==> config.mk <==
export PLATFORM = sky130hd
export DESIGN_NAME = adaptive_idle_suspend_timer_unit
export DESIGN_NICKNAME = d
export VERILOG_FILES = /design/src/rtl/aist_pkg.sv /design/src/rtl/adaptive_idle_suspend_timer_unit.sv
export SDC_FILE = /design/constraint.sdc
export NUM_CORES = 1
export LEC_CHECK = 0
export BUFFER_PORTS_ARGS = -buffer_cell sky130_fd_sc_hd__buf_4
export CAP_MARGIN = 20
export CORE_MARGIN = 2
export CORE_UTILIZATION = 55
export CTS_CLUSTER_DIAMETER = 60
export CTS_CLUSTER_SIZE = 40
export DETAILED_ROUTE_END_ITERATION = 12
export PLACE_DENSITY = 0.73
export SYNTH_ARGS = -nofsm -noshare
export SYNTH_HDL_FRONTEND = slang
export SYNTH_SLANG_ARGS = --single-unit
==> constraint.sdc <==
create_clock -name clock -period 9.5 [get_ports clock]
set_input_delay 1.425 -clock clock [delete_from_list [all_inputs] [get_ports clock]]
set_output_delay 1.425 -clock clock [all_outputs]
set_load 0.05 [all_outputs]
==> src/rtl/aist_pkg.sv <==
// ----------------------------------------------------------------------------
// Adaptive idle-suspend timer package
// Codes, widths and fixed-point constants shared by the timer RTL.
// ----------------------------------------------------------------------------
package aist_pkg;

   // transaction kind carried on req_tuser
   localparam logic OP_TICK  = 1'b0;
   localparam logic OP_EVENT = 1'b1;

   // context modes carried on req_tdata
   localparam logic [1:0] MODE_ENERGY   = 2'd0;
   localparam logic [1:0] MODE_BALANCED = 2'd1;
   localparam logic [1:0] MODE_LATENCY  = 2'd2;

   // configuration register indexes
   localparam int unsigned CSR_IDX_W  = 2;
   localparam int unsigned CSR_DATA_W = 24;
   localparam logic [CSR_IDX_W-1:0] CSR_WEIGHT_ENERGY   = 2'd0;
   localparam logic [CSR_IDX_W-1:0] CSR_WEIGHT_BALANCED = 2'd1;
   localparam logic [CSR_IDX_W-1:0] CSR_WEIGHT_LATENCY  = 2'd2;
   localparam logic [CSR_IDX_W-1:0] CSR_BASELINE        = 2'd3;

   // Q1.8 weights and Q24.8 values
   localparam int unsigned WEIGHT_W = 9;
   localparam int unsigned VALUE_W  = 32;
   localparam int unsigned PROD_W   = VALUE_W + WEIGHT_W;
   localparam int unsigned ACC_W    = 42;

   localparam logic [WEIGHT_W-1:0] ALPHA_ONE        = 9'd256;
   localparam logic [WEIGHT_W-1:0] AVG_KEEP         = 9'd230;
   localparam logic [WEIGHT_W-1:0] AVG_NEW          = 9'd26;
   localparam logic [WEIGHT_W-1:0] WEIGHT_ENERGY_RST   = 9'd205;
   localparam logic [WEIGHT_W-1:0] WEIGHT_BALANCED_RST = 9'd128;
   localparam logic [WEIGHT_W-1:0] WEIGHT_LATENCY_RST  = 9'd51;
   localparam logic [VALUE_W-1:0]  TIMEOUT_RST      = 32'd5000 << 8;
   localparam logic [ACC_W-1:0]    ROUND_HALF       = 42'd128;

   // stream widths
   localparam int unsigned REQ_DATA_W = 8;
   localparam int unsigned RSP_DATA_W = 56;

endpackage

==> src/rtl/adaptive_idle_suspend_timer_unit.sv <==
// ----------------------------------------------------------------------------
// Adaptive idle-suspend timer
// Saturating idle counter with suspend/resume and an adaptive Q24.8 timeout
// blended per context mode, computed on one shared multiply-accumulate unit.
// ----------------------------------------------------------------------------
//  channel | dir | ports                            | contents
//  req     | in  | req_tvalid/tready/tdata/tuser    | tick or activity event
//  rsp     | out | rsp_tvalid/tready/tdata          | status after each item
//  csr     | in  | csr_we/csr_index/csr_wdata       | weights, baseline
//
//  A tick passes ST_TICK and ST_DONE, an event while awake ST_TO0, ST_TO1,
//  ST_TO_WR and ST_DONE, and an event that resumes ST_AVG0, ST_AVG1 and
//  ST_AVG_WR first; the steps are set by the 32x9 multiplier that the
//  sequencer reuses for the average and the timeout blend, one product a cycle.
//  req_tready is high only in the idle state; a new transaction may be taken
//  while the last result still waits on rsp, the next result then holds.
//  Reset is synchronous and active high.
// ----------------------------------------------------------------------------
module adaptive_idle_suspend_timer_unit
   import aist_pkg::*;
#(
   parameter int IDLE_BITS = 24
) (
   input  logic                  clock,
   input  logic                  reset,
   input  logic                  req_tvalid,
   output logic                  req_tready,
   input  logic [REQ_DATA_W-1:0] req_tdata,   // [1:0] context_mode
   input  logic                  req_tuser,   // [0] operation
   output logic                  rsp_tvalid,
   input  logic                  rsp_tready,
   output logic [RSP_DATA_W-1:0] rsp_tdata,   // [0] suspended, [1] suspend_now,
                                              // [2] resume_now, [26:3] timeout_ms,
                                              // [50:27] idle_average_ms
   input  logic                  csr_we,
   input  logic [CSR_IDX_W-1:0]  csr_index,
   input  logic [CSR_DATA_W-1:0] csr_wdata
);

   localparam int CMP_W = (IDLE_BITS + 8 > VALUE_W) ? IDLE_BITS + 8 : VALUE_W;
   localparam logic [IDLE_BITS-1:0] IDLE_MAX = {IDLE_BITS{1'b1}};

   localparam logic [3:0] ST_IDLE   = 4'd0;
   localparam logic [3:0] ST_TICK   = 4'd1;
   localparam logic [3:0] ST_AVG0   = 4'd2;
   localparam logic [3:0] ST_AVG1   = 4'd3;
   localparam logic [3:0] ST_AVG_WR = 4'd4;
   localparam logic [3:0] ST_TO0    = 4'd5;
   localparam logic [3:0] ST_TO1    = 4'd6;
   localparam logic [3:0] ST_TO_WR  = 4'd7;
   localparam logic [3:0] ST_DONE   = 4'd8;

   logic [3:0]            state_ff, state_in;
   logic [1:0]            mode_ff, mode_in;
   logic [IDLE_BITS-1:0]  idle_ff, idle_in;
   logic [VALUE_W-1:0]    timeout_ff, timeout_in;
   logic [VALUE_W-1:0]    avg_ff, avg_in;
   logic                  asleep_ff, asleep_in;
   logic                  susp_now_ff, susp_now_in;
   logic                  res_now_ff, res_now_in;
   logic [ACC_W-1:0]      acc_ff, acc_in;
   logic [WEIGHT_W-1:0]   w_energy_ff, w_energy_in;
   logic [WEIGHT_W-1:0]   w_balanced_ff, w_balanced_in;
   logic [WEIGHT_W-1:0]   w_latency_ff, w_latency_in;
   logic                  rsp_valid_ff, rsp_valid_in;
   logic [RSP_DATA_W-1:0] rsp_data_ff, rsp_data_in;

   logic [WEIGHT_W-1:0]   alpha_raw, alpha;
   logic [IDLE_BITS-1:0]  idle_inc;
   logic                  reach_timeout;
   logic [VALUE_W-1:0]    mul_a;
   logic [WEIGHT_W-1:0]   mul_b;
   logic [PROD_W-1:0]     product;
   logic [ACC_W-1:0]      acc_base;
   logic [ACC_W-1:0]      acc_sum;

   assign req_tready = (state_ff == ST_IDLE);
   assign rsp_tvalid = rsp_valid_ff;
   assign rsp_tdata  = rsp_data_ff;

   always_comb begin
      case (mode_ff)
         MODE_ENERGY:  alpha_raw = w_energy_ff;
         MODE_LATENCY: alpha_raw = w_latency_ff;
         default:      alpha_raw = w_balanced_ff;
      endcase
      alpha = (alpha_raw > ALPHA_ONE) ? ALPHA_ONE : alpha_raw;
   end

   assign idle_inc      = (idle_ff == IDLE_MAX) ? idle_ff : idle_ff + 1'b1;
   assign reach_timeout = CMP_W'({idle_inc, 8'h00}) >= CMP_W'(timeout_ff);

   // shared multiply-accumulate unit
   assign product = {{WEIGHT_W{1'b0}}, mul_a} * {{VALUE_W{1'b0}}, mul_b};
   assign acc_sum = ACC_W'(product) + acc_base;

   always_comb begin
      state_in      = state_ff;
      mode_in       = mode_ff;
      idle_in       = idle_ff;
      timeout_in    = timeout_ff;
      avg_in        = avg_ff;
      asleep_in     = asleep_ff;
      susp_now_in   = susp_now_ff;
      res_now_in    = res_now_ff;
      acc_in        = acc_ff;
      w_energy_in   = w_energy_ff;
      w_balanced_in = w_balanced_ff;
      w_latency_in  = w_latency_ff;
      rsp_valid_in  = rsp_valid_ff & ~rsp_tready;
      rsp_data_in   = rsp_data_ff;
      mul_a         = avg_ff;
      mul_b         = AVG_KEEP;
      acc_base      = ROUND_HALF;

      case (state_ff)
         ST_IDLE: begin
            if (req_tvalid) begin
               mode_in     = req_tdata[1:0];
               susp_now_in = 1'b0;
               res_now_in  = 1'b0;
               if (req_tuser == OP_TICK) begin
                  state_in = ST_TICK;
               end else if (asleep_ff) begin
                  state_in = ST_AVG0;
               end else begin
                  state_in = ST_TO0;
               end
            end
         end
         ST_TICK: begin
            idle_in = idle_inc;
            if (!asleep_ff && reach_timeout) begin
               asleep_in   = 1'b1;
               susp_now_in = 1'b1;
            end
            state_in = ST_DONE;
         end
         ST_AVG0: begin
            mul_a    = avg_ff;
            mul_b    = AVG_KEEP;
            acc_base = ROUND_HALF;
            acc_in   = acc_sum;
            state_in = ST_AVG1;
         end
         ST_AVG1: begin
            // new sample is idle << 8, so it adds after the round-and-shift
            mul_a    = VALUE_W'(idle_ff);
            mul_b    = AVG_NEW;
            acc_base = ACC_W'(acc_ff[ACC_W-1:8]);
            acc_in   = acc_sum;
            state_in = ST_AVG_WR;
         end
         ST_AVG_WR: begin
            avg_in     = (|acc_ff[ACC_W-1:VALUE_W]) ? {VALUE_W{1'b1}} : acc_ff[VALUE_W-1:0];
            asleep_in  = 1'b0;
            res_now_in = 1'b1;
            state_in   = ST_TO0;
         end
         ST_TO0: begin
            mul_a    = timeout_ff;
            mul_b    = alpha;
            acc_base = ROUND_HALF;
            acc_in   = acc_sum;
            idle_in  = '0;
            state_in = ST_TO1;
         end
         ST_TO1: begin
            mul_a    = avg_ff;
            mul_b    = ALPHA_ONE - alpha;
            acc_base = acc_ff;
            acc_in   = acc_sum;
            state_in = ST_TO_WR;
         end
         ST_TO_WR: begin
            timeout_in = (|acc_ff[ACC_W-1:VALUE_W+8]) ? {VALUE_W{1'b1}}
                                                      : acc_ff[VALUE_W+7:8];
            state_in   = ST_DONE;
         end
         ST_DONE: begin
            // hold until the output register is free
            if (!rsp_valid_ff || rsp_tready) begin
               rsp_valid_in = 1'b1;
               rsp_data_in  = {5'b0, avg_ff[VALUE_W-1:8], timeout_ff[VALUE_W-1:8],
                               res_now_ff, susp_now_ff, asleep_ff};
               state_in     = ST_IDLE;
            end
         end
         default: begin
            state_in = ST_IDLE;
         end
      endcase

      if (csr_we) begin
         case (csr_index)
            CSR_WEIGHT_ENERGY:   w_energy_in   = csr_wdata[WEIGHT_W-1:0];
            CSR_WEIGHT_BALANCED: w_balanced_in = csr_wdata[WEIGHT_W-1:0];
            CSR_WEIGHT_LATENCY:  w_latency_in  = csr_wdata[WEIGHT_W-1:0];
            CSR_BASELINE:        timeout_in    = {csr_wdata, 8'h00};
            default: begin
            end
         endcase
      end
   end

   always_ff @(posedge clock) begin
      if (reset) begin
         state_ff      <= ST_IDLE;
         idle_ff       <= '0;
         timeout_ff    <= TIMEOUT_RST;
         avg_ff        <= '0;
         asleep_ff     <= 1'b0;
         w_energy_ff   <= WEIGHT_ENERGY_RST;
         w_balanced_ff <= WEIGHT_BALANCED_RST;
         w_latency_ff  <= WEIGHT_LATENCY_RST;
         rsp_valid_ff  <= 1'b0;
      end else begin
         state_ff      <= state_in;
         idle_ff       <= idle_in;
         timeout_ff    <= timeout_in;
         avg_ff        <= avg_in;
         asleep_ff     <= asleep_in;
         w_energy_ff   <= w_energy_in;
         w_balanced_ff <= w_balanced_in;
         w_latency_ff  <= w_latency_in;
         rsp_valid_ff  <= rsp_valid_in;
      end
   end

   always_ff @(posedge clock) begin
      mode_ff     <= mode_in;
      susp_now_ff <= susp_now_in;
      res_now_ff  <= res_now_in;
      acc_ff      <= acc_in;
      rsp_data_ff <= rsp_data_in;
   end

endmodule
# Word-level counts from Yosys, hierarchy flattened
# Index checks and enable logic that the tools add are counted.
# classes
mul	1
magnitude_cmp	2
mux	24
n_reduce_logical	24
n_eq_ne	16
add_sub_neg	3
n_bitwise	2
# ops
op	n
$mux 32	5
$pmux 42 s2	1
$pmux 32 s2	1
$pmux 24 s2	1
$add 41x42->42	1
$mul 32x9->41	1
$ge 32x32->1	1
$pmux 4 s8	1
$pmux 9 s3	1
$add 24x1->24 const B	1
$eq 24x24->1 const B	1
$mux 24	1
$pmux 9 s2	1
$eq 4x3->1 const B	4
$reduce_and 2->1	8
$reduce_or 10->1	1
$gt 9x9->1 const B	1
$mux 9	1
$sub 9x9->9 const A	1
$eq 4x2->1 const B	2
$mux 4	2
$reduce_bool 2->1	4
$eq 2x2->1 const B	3
$mux 3	2
other kinds (16)	26
# word_totals
regBits	218
in_bits	40
elab_cells	86

# Longest topological paths before layout
# depth
word_depth	8
mapped_depth	31
ltp_nobuf	29

# Worst setup path before layout
# No wires, ideal clock.
# synth_timing
path_kind	register to register
start	register mode_ff[0]
end	register acc_ff[39], data pin
setup_ns	0.272
stages_incl_launch_ff	27
path_slack_ns	2.475
n_path_buf	4
period_less_slack_ns	7.025
t_arrival_ns	6.753
path_cell_list	edfxtp_1 -> buf_2 -> buf_2 -> nand2_1 -> o21a_1 -> nand2b_1 -> ha_1 -> o311ai_1 -> clkbuf_1 -> buf_2 -> nand2_1 -> fa_1 -> inv_1 -> fa_1 -> fa_1 -> fa_1 -> inv_1 -> fa_1 -> inv_1 -> ha_1 -> and4_1 -> a41oi_1 -> a21boi_1 -> a41oi_1 -> a211oi_2 -> mux2i_1 -> o2111ai_1
# synth_via
elab_chain_len	8
# synth_lines
item	line	source
start, declared	adaptive_idle_suspend_timer_unit.sv:54	logic [1:0] mode_ff, mode_in;
start signal, assigned	adaptive_idle_suspend_timer_unit.sv:231	mode_ff <= mode_in;
$eq 2x2->1 / $logic_not 2->1 (equally long branches)	adaptive_idle_suspend_timer_unit.sv:82	case (mode_ff)
$pmux 9 s2 *	adaptive_idle_suspend_timer_unit.sv:82	
$gt 9x9->1	adaptive_idle_suspend_timer_unit.sv:87	alpha = (alpha_raw > ALPHA_ONE) ? ALPHA_ONE : alpha_raw;
$mux 9 *	adaptive_idle_suspend_timer_unit.sv:87	
$sub 9x9->9	adaptive_idle_suspend_timer_unit.sv:170	mul_b = ALPHA_ONE - alpha;
$pmux 9 s3 *	adaptive_idle_suspend_timer_unit.sv:116	case (state_ff)
$mul 32x9->41 *	adaptive_idle_suspend_timer_unit.sv:94	assign product = {{WEIGHT_W{1'b0}}, mul_a} * {{VALUE_W{1'b0}}, mul_b};
$add 41x42->42 *	adaptive_idle_suspend_timer_unit.sv:95	assign acc_sum = ACC_W'(product) + acc_base;
net acc_sum[39]	adaptive_idle_suspend_timer_unit.sv:75	logic [ACC_W-1:0] acc_sum;
end signal, assigned	adaptive_idle_suspend_timer_unit.sv:234	acc_ff <= acc_in;
end, declared	adaptive_idle_suspend_timer_unit.sv:61	logic [ACC_W-1:0] acc_ff, acc_in;
# The timed path passes the listed nets; every way through them passes the cells marked *.
# A chain may end at the register's enable or synchronous reset.

# Worst setup path after layout
# layout_timing
start	register mode_ff[1]
end	register acc_ff[39], data pin
# The elaborated chain is that of the path after synthesis.

==> flow_summary_export.csv <==
group,metric,value,unit
min_path,min_path_type,"flop to flop",
global_route,top_usage_layer,"met2",
final_layout,drive_above_1_share,8.82,%
power_and_ir_drop,power.density,188,nW/um^2
clock_network,numCtsBuffers,21,
final_layout,multiInputGateArea,13100,um^2
floorplan,dieArea,37600,um^2
critical_path,critical_path_class,"flop to flop",
floorplan,die_h,194,um
clock_network,cts_sinks,218,
global_route,antenna_found_initial,1,
sta,setup_viol,0,
synthesis,syn_area,19800,um^2
synthesis,synth_cell_type_count,78,
clock_network,htreeDepth,1,
sta,max-slew-margin-rel,27.3,%
sta,skew,26.2,ps
synthesis,async_flop_share,0,%
place,preCtsSetupSlack,1230,ps
route,antenna_left,0,
global_route,grt_first_pass_wirelength,88.2,mm
place,globalplace.congestion,0.944,
final_layout,fin_nets,2592,
critical_path,critPathMaxFanout,32,
critical_path,crit_path_start_kind,"flop",
clock_network,clk-insertion-delay-late,560,ps
floorplan,io_pins,98,
floorplan,core,35600,um^2
sta,hold_violations,0,
sta,tns,0,ps
sta,finalCritPeriodShare,88.3,%
final_layout,areaGrowthSynthToFinish,9.35,%
route,routed_wl,54.3,mm
sta,min_period,8390,ps
critical_path,cp-end-kind,"flop",
clock_network,clk_pin_slew,90,ps
synthesis,synth_edf_count,97,
floorplan,initial_core_util,55.8,%
clock_network,cts_root_buffer,"clkbuf_16",
global_route,grt_pass1_vias,16200,
clock_network,hold_buffers,0,
synthesis,synthCells,2190,
outcome,status,"finished clean",
sta,rsz0062_at_grt,"false",
job,maxCapViolations,0,
global_route,gr-usage-all-layers,29.6,%
global_route,met1_usage,39.5,%
clock_network,cts_tree,"built",
critical_path,worst_path_max_delay_cell,"edfxtp_1",
synthesis,avgSynthCellArea,9.06,um^2
clock_network,cts_setup_buffers,0,
clock_network,cts.path.max_buffers,3,
global_route,grt.overflow.total,0,
route,drt-initial-drc-count,1386,
critical_path,worstPathRequired,9790,ps
synthesis,synth_ff_type,"dfxtp_1",
critical_path,crit_top_cell,"fa_1",
route,drc_errors,0,
floorplan,die-width,194,um
sta,report.final.slew_viol_count,0,
global_route,grtUsageMet3,9.22,%
final_layout,fillers,2974,
final_layout,fin_cells,2682,
sta,timing.final.ws_setup,1110,ps
floorplan,core.rowCount,69,
place,port_buffers,86,
clock_network,cts_resized,0,
final_layout,num_antenna_cells,0,
critical_path,critPathArrivalTime,8670,ps
route,dr.pass1.iters,5,
critical_path,cp_slowest_stage_delay,660,ps
power_and_ir_drop,vdd_ir_drop_max,0.195,mV
place,dp_cells,2643,
route,via_per_inst,5.96,
global_route,grt_use_met2,45.4,%
synthesis,synth-seq-cells,218,
sta,tightest_slew,1090,ps
synthesis,synth_seq_area_share,26.9,%
sta,max_freq,119,MHz
route,wl_per_cell,20.3,um
place,hpwl,42.1,mm
power_and_ir_drop,leakage,10.2,nW
global_route,grt_max_degree,86,
route,vias,16000,
synthesis,synth_warnings,0,
final_layout,ff_latch_area,5340,um^2
[path summary, 6_finish.rpt]
kind	start	to	slack, ps	depth (start not counted)
max reg2reg	mode_ff[1]$_DFFE_PP_	acc_ff[39]$_DFFE_PP_	1110	26
max	mode_ff[1]$_DFFE_PP_	acc_ff[39]$_DFFE_PP_	1110	26
min	susp_now_ff$_DFFE_PP_	rsp_tdata[1]$_DFFE_PP_	430	0
min reg2reg	susp_now_ff$_DFFE_PP_	rsp_tdata[1]$_DFFE_PP_	430	0
[cell type report]
class	instances	share of cell area, %
clock inverter	17	1.41
timing repair buffer	115	3.98
tap	461	2.66
sequential	218	24.6
multi-input combinational	1585	60.3
clock buffer	21	2.42
inverter	265	4.59
[worst max-delay path: cells and delay by family, from the launching register on]
family | cells | cell delay [ps]
AND/OR/NAND/NOR | 2 | 370
adder cells (fa/ha/maj) | 7 | 3360
flip-flops | 1 | 660
multiplexers | 3 | 850
AO/OA/AOI/OAI | 9 | 2230
buffers and inverters | 5 | 640
[cell usage in the layout (no fill, tap or decap), types with 25 or more instances in the layout]
master	count
nor2_1	310
nand2_1	264
inv_1	264
fa_1	248
dfxtp_1	121
buf_4	114
ha_1	98
edfxtp_1	97
a21oi_1	69
a22oi_1	65
o21ai_0	55
nor3_1	51
xnor2_1	38
nand2b_1	33
and2_1	29
a21o_1	26
xor2_1	25
[per-stage QoR]
stage                     cell area [um^2]  utilization, %  total power [W]  hold WS (ps)
after global placement               20900            58.6          0.00304           408
after detailed placement             20900            58.6          0.00307           407
after floorplan                      19900               -          0.00260           400
after CTS                            21700            61.0          0.00409           430
after global routing                 21700            61.0          0.00440           436
final                                21700            61.0          0.00409           428
[cell families (layout without fill, tap and decap cells)]
kind of cell | after synthesis | after routing | share of synthesized area [%]
xor+xnor | 63 | 63 | 2.78
buf+inv | 391 | 418 | 7.75
flops | 218 | 218 | 26.9
compound gates | 352 | 352 | 12.3
mux | 28 | 28 | 1.44
other cells | 1 | 5 | 0.0189
fa+ha+maj | 346 | 346 | 31.2
simple gates | 791 | 791 | 17.6
[state kept, by name, summed over array words and instances (netlist names)]
signal         flops
acc_ff            42
w_energy_ff        9
timeout_ff        32
mode_ff            2
susp_now_ff        1
idle_ff           24
state_ff           4
asleep_ff          1
w_balanced_ff      9
res_now_ff         1
rsp_tvalid         1
w_latency_ff       9
rsp_tdata         51
avg_ff            32
[Yosys cell counts (all sizes together), types with 39 or more instances]
master	n	share of area, %
nor2	315	6.0
dfxtp	121	12
o21ai	60	1.5
nand2	265	5.0
edfxtp	97	15
inv	265	5.0
a22oi	65	2.5
fa	248	25
clkbuf	87	1.7
nor3	55	1.5
ha	98	6.2
buf	39	1.1
a21oi	70	1.8
[power breakdown]
group | switching (W) | total [W] | internal [W]
Combinational | 0.00118 | 0.00190 | 0.000723
Clock | 0.000497 | 0.000991 | 0.000494
Sequential | 0.0000895 | 0.00119 | 0.00110
Total | 0.00177 | 0.00409 | 0.00232
[metal layers]
layer  part of all wire, %  up-vias  wire length, um
met5                     0        -                0
met4                   4.1        0             2220
met3                    11      129             5950
met2                    45      753            24300
met1                    40     7874            21800
li1                      -     7221                -
Note: power is estimated with default switching activity, not from simulation.
